`config.mk`:
```
export PLATFORM = sky130hd
export DESIGN_NAME = i2c_target_command_buffer_flat
export DESIGN_NICKNAME = d
export VERILOG_FILES = /design/src/i2ctcb_pkg.sv /design/src/i2ctcb_if.sv /design/src/i2ctcb_ram.sv /design/src/i2ctcb_core.sv /design/src/i2ctcb_top_stage.sv /design/src/i2c_target_command_buffer.sv /design/src/flat_wrapper.sv
export SDC_FILE = /design/constraint.sdc
export NUM_CORES = 1
export LEC_CHECK = 0
export BUFFER_PORTS_ARGS = -buffer_cell sky130_fd_sc_hd__buf_2
export CAP_MARGIN = 20
export CORE_UTILIZATION = 41
export DETAILED_ROUTE_END_ITERATION = 10
export MAX_ROUTING_LAYER = met4
export PLACE_DENSITY = 0.55
export SYNTH_ARGS = -nofsm -noshare
export SYNTH_HDL_FRONTEND = slang
export SYNTH_SLANG_ARGS = --single-unit
```
`constraint.sdc`:
```
create_clock -name clk -period 4 [get_ports clk]
set_clock_uncertainty 0.2 [all_clocks]
set_input_delay 0 -clock clk [delete_from_list [all_inputs] [get_ports clk]]
set_output_delay 0 -clock clk [all_outputs]
set_load 0.1 [all_outputs]
```
`src/i2ctcb_pkg.sv`:
```
// ----------------------------------------------------------------------------
// i2ctcb_pkg
// Shared types and codes for the I2C target command buffer.
// ----------------------------------------------------------------------------
package i2ctcb_pkg;

  // Bus event codes carried in cmd
  localparam logic [2:0] EV_ADDR = 3'd0;
  localparam logic [2:0] EV_RX   = 3'd1;
  localparam logic [2:0] EV_TX   = 3'd2;
  localparam logic [2:0] EV_STOP = 3'd3;
  localparam logic [2:0] EV_NACK = 3'd4;

  typedef enum logic [2:0] {
    PH_READY,
    PH_GET_PTR,
    PH_PTR_HELD,
    PH_WR_DATA,
    PH_RD_DATA
  } phase_t;

  // Result of one event as it leaves the control core
  typedef struct packed {
    logic       use_ram;        // tx byte comes from the store RAM
    logic       ram_hit;        // addressed RAM entry has been written
    logic [7:0] tx_byte;        // tx byte when it does not come from RAM
    logic       command_ready;
    logic [5:0] byte_count;
  } res_t;

endpackage

```
`src/i2ctcb_if.sv`:
```
// ----------------------------------------------------------------------------
// i2ctcb_if
// Valid/ready channels for bus events in and results out.
// ----------------------------------------------------------------------------
interface i2ctcb_evt_if;
  logic       valid;
  logic       ready;
  logic [2:0] cmd;
  logic       read_dir;
  logic [7:0] rx_byte;

  modport source (output valid, output cmd, output read_dir, output rx_byte, input ready);
  modport sink (input valid, input cmd, input read_dir, input rx_byte, output ready);
endinterface

interface i2ctcb_res_if;
  logic       valid;
  logic       ready;
  logic [7:0] tx_byte;
  logic       command_ready;
  logic [5:0] byte_count;

  modport source (output valid, output tx_byte, output command_ready, output byte_count,
                  input ready);
  modport sink (input valid, input tx_byte, input command_ready, input byte_count,
                output ready);
endinterface

```
`src/i2ctcb_ram.sv`:
```
// ----------------------------------------------------------------------------
// i2ctcb_ram
// Generic single-write, single-read RAM with registered read data.
// ----------------------------------------------------------------------------
module i2ctcb_ram #(
  parameter int WIDTH = 8,
  parameter int DEPTH = 32
) (
  input  logic                     clk,
  input  logic                     we,
  input  logic [$clog2(DEPTH)-1:0] waddr,
  input  logic [WIDTH-1:0]         wdata,
  input  logic                     re,
  input  logic [$clog2(DEPTH)-1:0] raddr,
  output logic [WIDTH-1:0]         rdata
);

  logic [WIDTH-1:0] mem [DEPTH];

  always_ff @(posedge clk) begin
    if (we) begin
      mem[waddr] <= wdata;
    end
    if (re) begin
      rdata <= mem[raddr];
    end
  end

endmodule

```
`src/i2ctcb_core.sv`:
```
// ----------------------------------------------------------------------------
// i2ctcb_core
// Transaction state, pointer, transfer count, slot 0 and RAM valid bits.
// Decodes one bus event per cycle, when the event is taken, into store writes, a store read and a result.
// ----------------------------------------------------------------------------
module i2ctcb_core #(
  parameter int BUF_DEPTH = 32
) (
  input  logic                         clk,
  input  logic                         rst,
  input  logic                         take,
  input  logic [2:0]                   cmd,
  input  logic                         read_dir,
  input  logic [7:0]                   rx_byte,
  output i2ctcb_pkg::res_t             res,
  output logic                         wr_en,
  output logic [$clog2(BUF_DEPTH)-1:0] wr_addr,
  output logic [7:0]                   wr_data,
  output logic                         rd_en,
  output logic [$clog2(BUF_DEPTH)-1:0] rd_addr
);
  import i2ctcb_pkg::*;

  localparam int ADDR_W = $clog2(BUF_DEPTH);
  localparam int CNT_W  = $clog2(BUF_DEPTH + 1);
  localparam int SUM_W  = ((CNT_W > 8) ? CNT_W : 8) + 1;

  phase_t             phase, phase_next;
  logic [7:0]         pointer, pointer_next;
  logic [CNT_W-1:0]   count, count_next;
  logic [7:0]         slot0, slot0_next;
  logic               slot0_we;
  logic [BUF_DEPTH-1:0] vld;
  logic               ram_we, ram_re;
  logic               cnt_free;
  logic [SUM_W-1:0]   idx;
  logic               idx_ok;
  logic [SUM_W-1:0]   cnt_ext;

  assign cnt_free = count < CNT_W'(BUF_DEPTH);
  assign idx      = SUM_W'(pointer) + SUM_W'(count);
  assign idx_ok   = idx < SUM_W'(BUF_DEPTH);
  assign cnt_ext  = SUM_W'(count_next);

  // Next phase
  always_comb begin
    phase_next = phase;
    case (cmd)
      EV_ADDR: phase_next = read_dir ? PH_RD_DATA : PH_GET_PTR;
      EV_RX: begin
        if (phase == PH_GET_PTR) begin
          phase_next = PH_PTR_HELD;
        end else if (phase == PH_PTR_HELD) begin
          phase_next = PH_WR_DATA;
        end
      end
      EV_STOP: phase_next = PH_READY;
      EV_NACK: phase_next = PH_READY;
      default: phase_next = phase;
    endcase
  end

  // Data path: store writes, store read and result
  always_comb begin
    pointer_next  = pointer;
    count_next    = count;
    slot0_we      = 1'b0;
    slot0_next    = rx_byte;
    ram_we        = 1'b0;
    wr_addr       = count[ADDR_W-1:0];
    wr_data       = rx_byte;
    ram_re        = 1'b0;
    rd_addr       = idx[ADDR_W-1:0];
    res.use_ram   = 1'b0;
    res.ram_hit   = 1'b0;
    res.tx_byte   = 8'h00;
    res.command_ready = 1'b0;
    case (cmd)
      EV_ADDR: begin
        count_next = '0;
        if (!read_dir || phase == PH_READY) begin
          pointer_next = 8'h00;
        end
      end
      EV_RX: begin
        if (phase == PH_GET_PTR) begin
          pointer_next = rx_byte;
        end else if (phase == PH_PTR_HELD) begin
          // count is zero here: pointer goes to slot 0, the byte to slot 1
          if (cnt_free) begin
            slot0_we   = 1'b1;
            slot0_next = pointer;
            ram_we     = 1'b1;
            wr_addr    = ADDR_W'(1);
            count_next = CNT_W'(2);
          end
        end else if (cnt_free) begin
          if (count == '0) begin
            slot0_we = 1'b1;
          end else begin
            ram_we = 1'b1;
          end
          count_next = count + CNT_W'(1);
        end
      end
      EV_TX: begin
        if (phase == PH_RD_DATA && idx_ok) begin
          if (idx == '0) begin
            res.tx_byte = slot0;
          end else begin
            ram_re      = 1'b1;
            res.use_ram = 1'b1;
            res.ram_hit = vld[rd_addr];
          end
          count_next = count + CNT_W'(1);
        end
      end
      EV_STOP: begin
        // lone pointer becomes a one-byte command
        if (phase == PH_PTR_HELD && cnt_free) begin
          wr_data    = pointer;
          slot0_next = pointer;
          if (count == '0) begin
            slot0_we = 1'b1;
          end else begin
            ram_we = 1'b1;
          end
          count_next = count + CNT_W'(1);
        end
        res.command_ready = (count_next != '0);
      end
      default: begin
      end
    endcase
    res.byte_count = cnt_ext[5:0];
  end

  assign wr_en = take & ram_we;
  assign rd_en = take & ram_re;

  always_ff @(posedge clk) begin
    if (rst) begin
      phase   <= PH_READY;
      pointer <= 8'h00;
      count   <= '0;
      slot0   <= 8'h00;
      vld     <= '0;
    end else if (take) begin
      phase   <= phase_next;
      pointer <= pointer_next;
      count   <= count_next;
      if (slot0_we) begin
        slot0 <= slot0_next;
      end
      if (ram_we) begin
        vld[wr_addr] <= 1'b1;
      end
    end
  end

endmodule

```
`src/i2ctcb_top_stage.sv`:
```
// ----------------------------------------------------------------------------
// i2ctcb_top_stage
// Output register: holds one result beat and merges in the RAM read data.
// ----------------------------------------------------------------------------
module i2ctcb_top_stage (
  input  logic             clk,
  input  logic             rst,
  input  logic             take,
  input  i2ctcb_pkg::res_t res,
  input  logic [7:0]       ram_rdata,
  output logic             busy,
  output i2ctcb_pkg::res_t res_q,
  i2ctcb_res_if.source     rsp
);
  import i2ctcb_pkg::*;

  logic out_valid;

  always_ff @(posedge clk) begin
    if (rst) begin
      out_valid <= 1'b0;
    end else if (take) begin
      out_valid <= 1'b1;
    end else if (rsp.ready) begin
      out_valid <= 1'b0;
    end
  end

  always_ff @(posedge clk) begin
    if (take) begin
      res_q <= res;
    end
  end

  // Slot never written reads as zero
  assign rsp.valid         = out_valid;
  assign rsp.tx_byte       = res_q.use_ram ? (res_q.ram_hit ? ram_rdata : 8'h00)
                                           : res_q.tx_byte;
  assign rsp.command_ready = res_q.command_ready;
  assign rsp.byte_count    = res_q.byte_count;
  assign busy              = out_valid & ~rsp.ready;

endmodule

```
`src/i2c_target_command_buffer.sv`:
```
// ----------------------------------------------------------------------------
// i2c_target_command_buffer
// Byte-level I2C target event handler over a BUF_DEPTH-byte command store.
// A result beat is valid in the cycle after its event beat is taken.
// Throughput: one event per cycle while the result side is ready; the store RAM takes one write or one read.
// Reset: synchronous; phase, pointer, count and store contents read as zero.
// ----------------------------------------------------------------------------
module i2c_target_command_buffer #(
  parameter int BUF_DEPTH = 32
) (
  input  logic         clk,
  input  logic         rst,
  i2ctcb_evt_if.sink   req,
  i2ctcb_res_if.source rsp
);
  import i2ctcb_pkg::*;

  localparam int ADDR_W = $clog2(BUF_DEPTH);

  logic              take;
  logic              busy;
  res_t              res, res_q;
  logic              wr_en, rd_en;
  logic [ADDR_W-1:0] wr_addr, rd_addr;
  logic [7:0]        wr_data, ram_rdata;

  assign req.ready = ~busy;
  assign take      = req.valid & req.ready;

  i2ctcb_core #(.BUF_DEPTH(BUF_DEPTH)) u_core (
    .clk      (clk),
    .rst      (rst),
    .take     (take),
    .cmd      (req.cmd),
    .read_dir (req.read_dir),
    .rx_byte  (req.rx_byte),
    .res      (res),
    .wr_en    (wr_en),
    .wr_addr  (wr_addr),
    .wr_data  (wr_data),
    .rd_en    (rd_en),
    .rd_addr  (rd_addr)
  );

  i2ctcb_ram #(.WIDTH(8), .DEPTH(BUF_DEPTH)) u_store (
    .clk   (clk),
    .we    (wr_en),
    .waddr (wr_addr),
    .wdata (wr_data),
    .re    (rd_en),
    .raddr (rd_addr),
    .rdata (ram_rdata)
  );

  i2ctcb_top_stage u_out (
    .clk       (clk),
    .rst       (rst),
    .take      (take),
    .res       (res),
    .ram_rdata (ram_rdata),
    .busy      (busy),
    .res_q     (res_q),
    .rsp       (rsp)
  );

  // Store port is touched only by a taken event beat
  a_rd_on_take : assert property (@(posedge clk) disable iff (rst) rd_en |-> take)
    else $error("store read without a taken event");

  a_one_port_op : assert property (@(posedge clk) disable iff (rst) !(wr_en && rd_en))
    else $error("store read and write in one cycle");

  // A stalled result keeps its register and the byte it presents
  a_hold_result : assert property (@(posedge clk) disable iff (rst)
      (rsp.valid && !rsp.ready) |=> (rsp.valid && $stable(res_q) && $stable(rsp.tx_byte)))
    else $error("stalled result changed");

  a_ram_result : assert property (@(posedge clk) disable iff (rst)
      rd_en |=> (rsp.valid && res_q.use_ram))
    else $error("RAM read not paired with its result");

endmodule

```
`src/flat_wrapper.sv`:
```
// flat-port wrapper written by rule: the top's interface ports become plain ports
module i2c_target_command_buffer_flat import i2ctcb_pkg::*;
#(
  parameter int BUF_DEPTH = 32
)
  (clk, rst, req_valid, req_cmd, req_read_dir, req_rx_byte, req_ready, rsp_valid, rsp_tx_byte, rsp_command_ready, rsp_byte_count, rsp_ready);
  i2ctcb_evt_if req_i ();
  i2ctcb_res_if rsp_i ();
  input  logic clk;
  input  logic rst;
  input wire logic [$bits(req_i.valid)-1:0] req_valid;
  input wire logic [$bits(req_i.cmd)-1:0] req_cmd;
  input wire logic [$bits(req_i.read_dir)-1:0] req_read_dir;
  input wire logic [$bits(req_i.rx_byte)-1:0] req_rx_byte;
  output wire logic [$bits(req_i.ready)-1:0] req_ready;
  output wire logic [$bits(rsp_i.valid)-1:0] rsp_valid;
  output wire logic [$bits(rsp_i.tx_byte)-1:0] rsp_tx_byte;
  output wire logic [$bits(rsp_i.command_ready)-1:0] rsp_command_ready;
  output wire logic [$bits(rsp_i.byte_count)-1:0] rsp_byte_count;
  input wire logic [$bits(rsp_i.ready)-1:0] rsp_ready;
  assign req_i.valid = req_valid;
  assign req_i.cmd = req_cmd;
  assign req_i.read_dir = req_read_dir;
  assign req_i.rx_byte = req_rx_byte;
  assign req_ready = req_i.ready;
  assign rsp_valid = rsp_i.valid;
  assign rsp_tx_byte = rsp_i.tx_byte;
  assign rsp_command_ready = rsp_i.command_ready;
  assign rsp_byte_count = rsp_i.byte_count;
  assign rsp_i.ready = rsp_ready;
  i2c_target_command_buffer #(.BUF_DEPTH(BUF_DEPTH)) u_core (.clk(clk), .rst(rst), .req(req_i), .rsp(rsp_i));
endmodule
```
==> results.txt <==
----------------------------------------------------
[Timing]
  Final Max Slew Viols ... 0
  Unrepaired setup endpoints after global routing ... no
  Clock period minus final worst setup slack ... 3.48 ns
  Final period util ... 0.869
  Worst Tran Pin Value ... 0.826 ns
  F_max ... 0.288 GHz
  Final number of hold-violating endpoints ... 0
  Setup Viol. Count Final ... 0
  Post-route setup TNS ... 0 ns
  Worst slew margin relative to its limit ... 0.448
  WHS ... 0.0800 ns
  Setup ws final ... 0.524 ns

[Clocking]
  Library cell used as clock root buffer ... clkbuf_16
  Number of H-tree levels ... 2
  CTS sink cnt ... 339
  Clock edge transition at the registers on the reported setup and hold paths ... 0.06 ns
  Insertion delay of the later-clocked pin in the worst-skew pair ... 0.53 ns
  TritonCTS clock tree ... built
  PostCTS Resize Cnt ... 0
  Longest Clk Path Bufs ... 3
  Number of buffers added for setup after CTS ... 0
  Count of hold buffers inserted by post-cts repair ... 35
  Clock buffer count from CTS ... 37

[Die]
  Y dimension of the die ... 191 µm
  Area of the die ... 36500 µm²
  Initial cell density of the core ... 0.421
  Std-Cell Core Area ... 34800 µm²
  Number of primary I/O pins ... 33
  Chip Width ... 191 µm
  Number of standard-cell rows in the floorplan ... 68

[Cells and area]
  Seq. cell area ... 9600 µm²
  Number of nets at the end of the flow ... 1033
  Layout area overhead ... 17.0%
  Final design utilization ... 0.492
  Share of layout cells above drive strength 1 ... 0.259
  Area used by multi-input combinational logic ... 4700 µm²
  Antenna Diode Count ... 0
  Number of filler cells placed in the layout ... 2876

[GRT]
  Antenna violations before repair ... 0
  Via count of the first global-routing pass ... 8430
  GRT Total Usage ... 0.200
  Largest net degree at the start of global routing ... 47
  Wire length of the first global-routing pass ... 52800 µm
  Total congestion overflow after global routing ... 0

[Hold path]
  Kind of path behind the tightest hold check ... input port to flip-flop

[Yosys]
  Proportion of synthesized flip-flops having asynchronous set or reset ... 0
  Count of mapped cells out of synthesis ... 894
  Netlist Area Pre-Place ... 14600 µm²
  Average instance area after synthesis ... 16.4 µm²
  Synth Flop Type ... edfxtp_1
  Count of distinct cell types in the synthesized netlist ... 75
  Number of enable-type register cells in the synthesized netlist ... 281
  Sequential share of the synthesized area ... 0.656
  Number of flip-flops and latches in the synthesized netlist ... 339
  Total nets after synthesis ... 922
  Synthesis warning total ... 0

[Worst setup path]
  CP max stage cell ... fa_4
  Critical path data arrival time ... 3.54 ns
  Critical path fanouts, max ... 46
  Classification of the worst setup path ... flip-flop to flip-flop
  CP peak stage delay ... 0.88 ns
  Data required time at the worst endpoint ... 4.06 ns
  Endpoint type of the worst setup path ... flip-flop
  Cell chain of the critical path ... ha_4, fa_4, buf_12, mux4_2, mux4_1, mux2_2
  Startpoint kind of the worst setup timing path ... flip-flop

[Placed design]
  Worst slack at placement ... 0.559 ns
  Hpwl dp ... 21900 µm
  GPL Wtd Cong ... 0.873
  Count of port buffers added during placement ... 32

[Pwr]
  Pwr per Cell Area ... 446 nW/µm²
  Maximum VDD drop ... 0.287 mV
  Leakage power ... 0.00568 µW

[Route]
  Total via count after detailed routing ... 8389
  Wire length per cell after detailed routing ... 23.0 µm
  Avg Vias per Cell ... 5.63
  Post-route ant nets ... 0
  Wire length reported by the detailed router ... 34300 µm
  Number of detailed-routing iterations run before antenna repair ... 5
  DR DRC count ... 0
  Initial detailed-routing violation count ... 705

[Run]
  Count of maximum capacitance violations ... 0

[Status]
  Result of the run ... finished clean

----------------------------------------------------
-- metrics by stage --
stage               area (µm²)  cells  total power, µW
finish                   17100   1489             7630
detailed placement       15600   1386             4490
CTS                      17100   1489             7710
floorplan                14600    894             4330
global placement         15600   1386             4490
global route             17100   1489             7880
-- final timing paths --
path	from	to	slack, ns	depth (start not counted)
setup / recovery	u_core.u_core.pointer[0]$_SDFFE_PP0P_	u_core.u_store.rdata[7]$_DFFE_PP_	0.52	6
hold / removal	rsp_ready	u_core.u_core.count[2]$_SDFFE_PP0P_	0.08	6
setup reg to reg	u_core.u_core.pointer[0]$_SDFFE_PP0P_	u_core.u_store.rdata[7]$_DFFE_PP_	0.52	6
hold reg to reg	u_core.u_core.vld[17]$_SDFFE_PP0P_	u_core.u_core.vld[17]$_SDFFE_PP0P_	0.26	1
-- cells in the mapped netlist (3+ instances only) --
master       n  share of area
edfxtp_1   281           0.58
mux4_2      74           0.11
nor2_1      62          0.016
dfxtp_1     58          0.079
nand2_1     36         0.0092
clkbuf_1    35         0.0090
o2bb2ai_1   32          0.019
a21oi_1     27         0.0092
mux2_2      26          0.020
nand3_1     26         0.0089
o21ai_0     23         0.0079
inv_1       20         0.0051
buf_2       18         0.0062
mux4_1      15          0.027
mux2i_1     13         0.0089
and2_1      11         0.0047
ha_1        11         0.0094
nor3_1       9         0.0031
buf_4        7         0.0036
xnor2_1      7         0.0042
a211oi_1     6         0.0031
a31oi_1      5         0.0021
nand2b_1     4         0.0017
nand4_1      4         0.0017
nor4_1       4         0.0017
o211ai_1     4         0.0021
a211o_1      3         0.0018
a221oi_1     3         0.0018
a2bb2oi_1    3         0.0018
nor2b_1      3         0.0013
o211a_1      3         0.0021
or3_1        3         0.0013
xor2_1       3         0.0018
-- registers in the layout, indices dropped and copies added, names as in the netlist --
register / flops
u_core.u_core.count: 6
u_core.u_core.phase: 3
u_core.u_core.pointer: 8
u_core.u_core.slot0: 8
u_core.u_core.vld: 32
u_core.u_out.res_q: 10
u_core.u_out.rsp.byte_count: 6
u_core.u_out.rsp.command_ready: 1
u_core.u_out.rsp.valid: 1
u_core.u_store.mem: 256
u_core.u_store.rdata: 8
-- cell type report --
| type | instances | share of cell area |
|---|---|---|
| Sequential cell | 339 | 0.560 |
| Multi-Input combinational cell | 471 | 0.274 |
| Clock inverter | 14 | 0.00665 |
| Timing Repair Buffer | 133 | 0.0609 |
| Tap cell | 455 | 0.0332 |
| Inverter | 23 | 0.00504 |
| Clock buffer | 54 | 0.0596 |
-- cell usage in the layout (no fill, tap or decap), drive strengths merged, types with 7 or more instances in the layout --
cell type      n
o21ai         24
clkinv        14
a211oi         7
nor3          10
nand2         36
a21oi         28
dlygate4sd3   35
ha            11
mux2          26
edfxtp       281
clkbuf        54
and2          11
inv           22
buf           98
mux4          89
dfxtp         58
mux2i         13
nor2          64
xnor2          8
nand3         26
o2bb2ai       32
-- critical path, delay by kind of cell, from the launching register on --
family	cells	cell delay, ns
muxes	3	1.26
adders and majority gates	2	1.07
DFF	1	0.36
buffers and inverters	1	0.28
-- cell families (layout without fill, tap and decap cells) --
logic type | after synthesis | after routing | share of synthesized area
buffers and inverters | 84 | 224 | 0.0254
muxes | 128 | 128 | 0.170
adders and majority gates | 12 | 12 | 0.0108
and+or+nand+nor | 182 | 182 | 0.0613
xor gates and xnor gates | 12 | 12 | 0.00897
AOI/OAI and AO/OA | 137 | 137 | 0.0683
DFF | 339 | 339 | 0.656
-- power by group --
group	leakage (µW)	switching, µW	internal, µW
combinational	0.00211	364	217
sequential	0.00301	10.4	3840
clock	0.000553	1350	1850
total	0.00568	1730	5910
-- metal layers --
layer	share of wire	routed length (µm)	track usage	vias to the layer above
met1	0.46	15800	0.282	4305
met4	0.015	522	0.0422	0
li1	-	-	-	3797
met5	0	0	-	-
met2	0.47	16200	0.308	243
met3	0.053	1820	0.0294	44
Power figures use the tool's default switching activity.
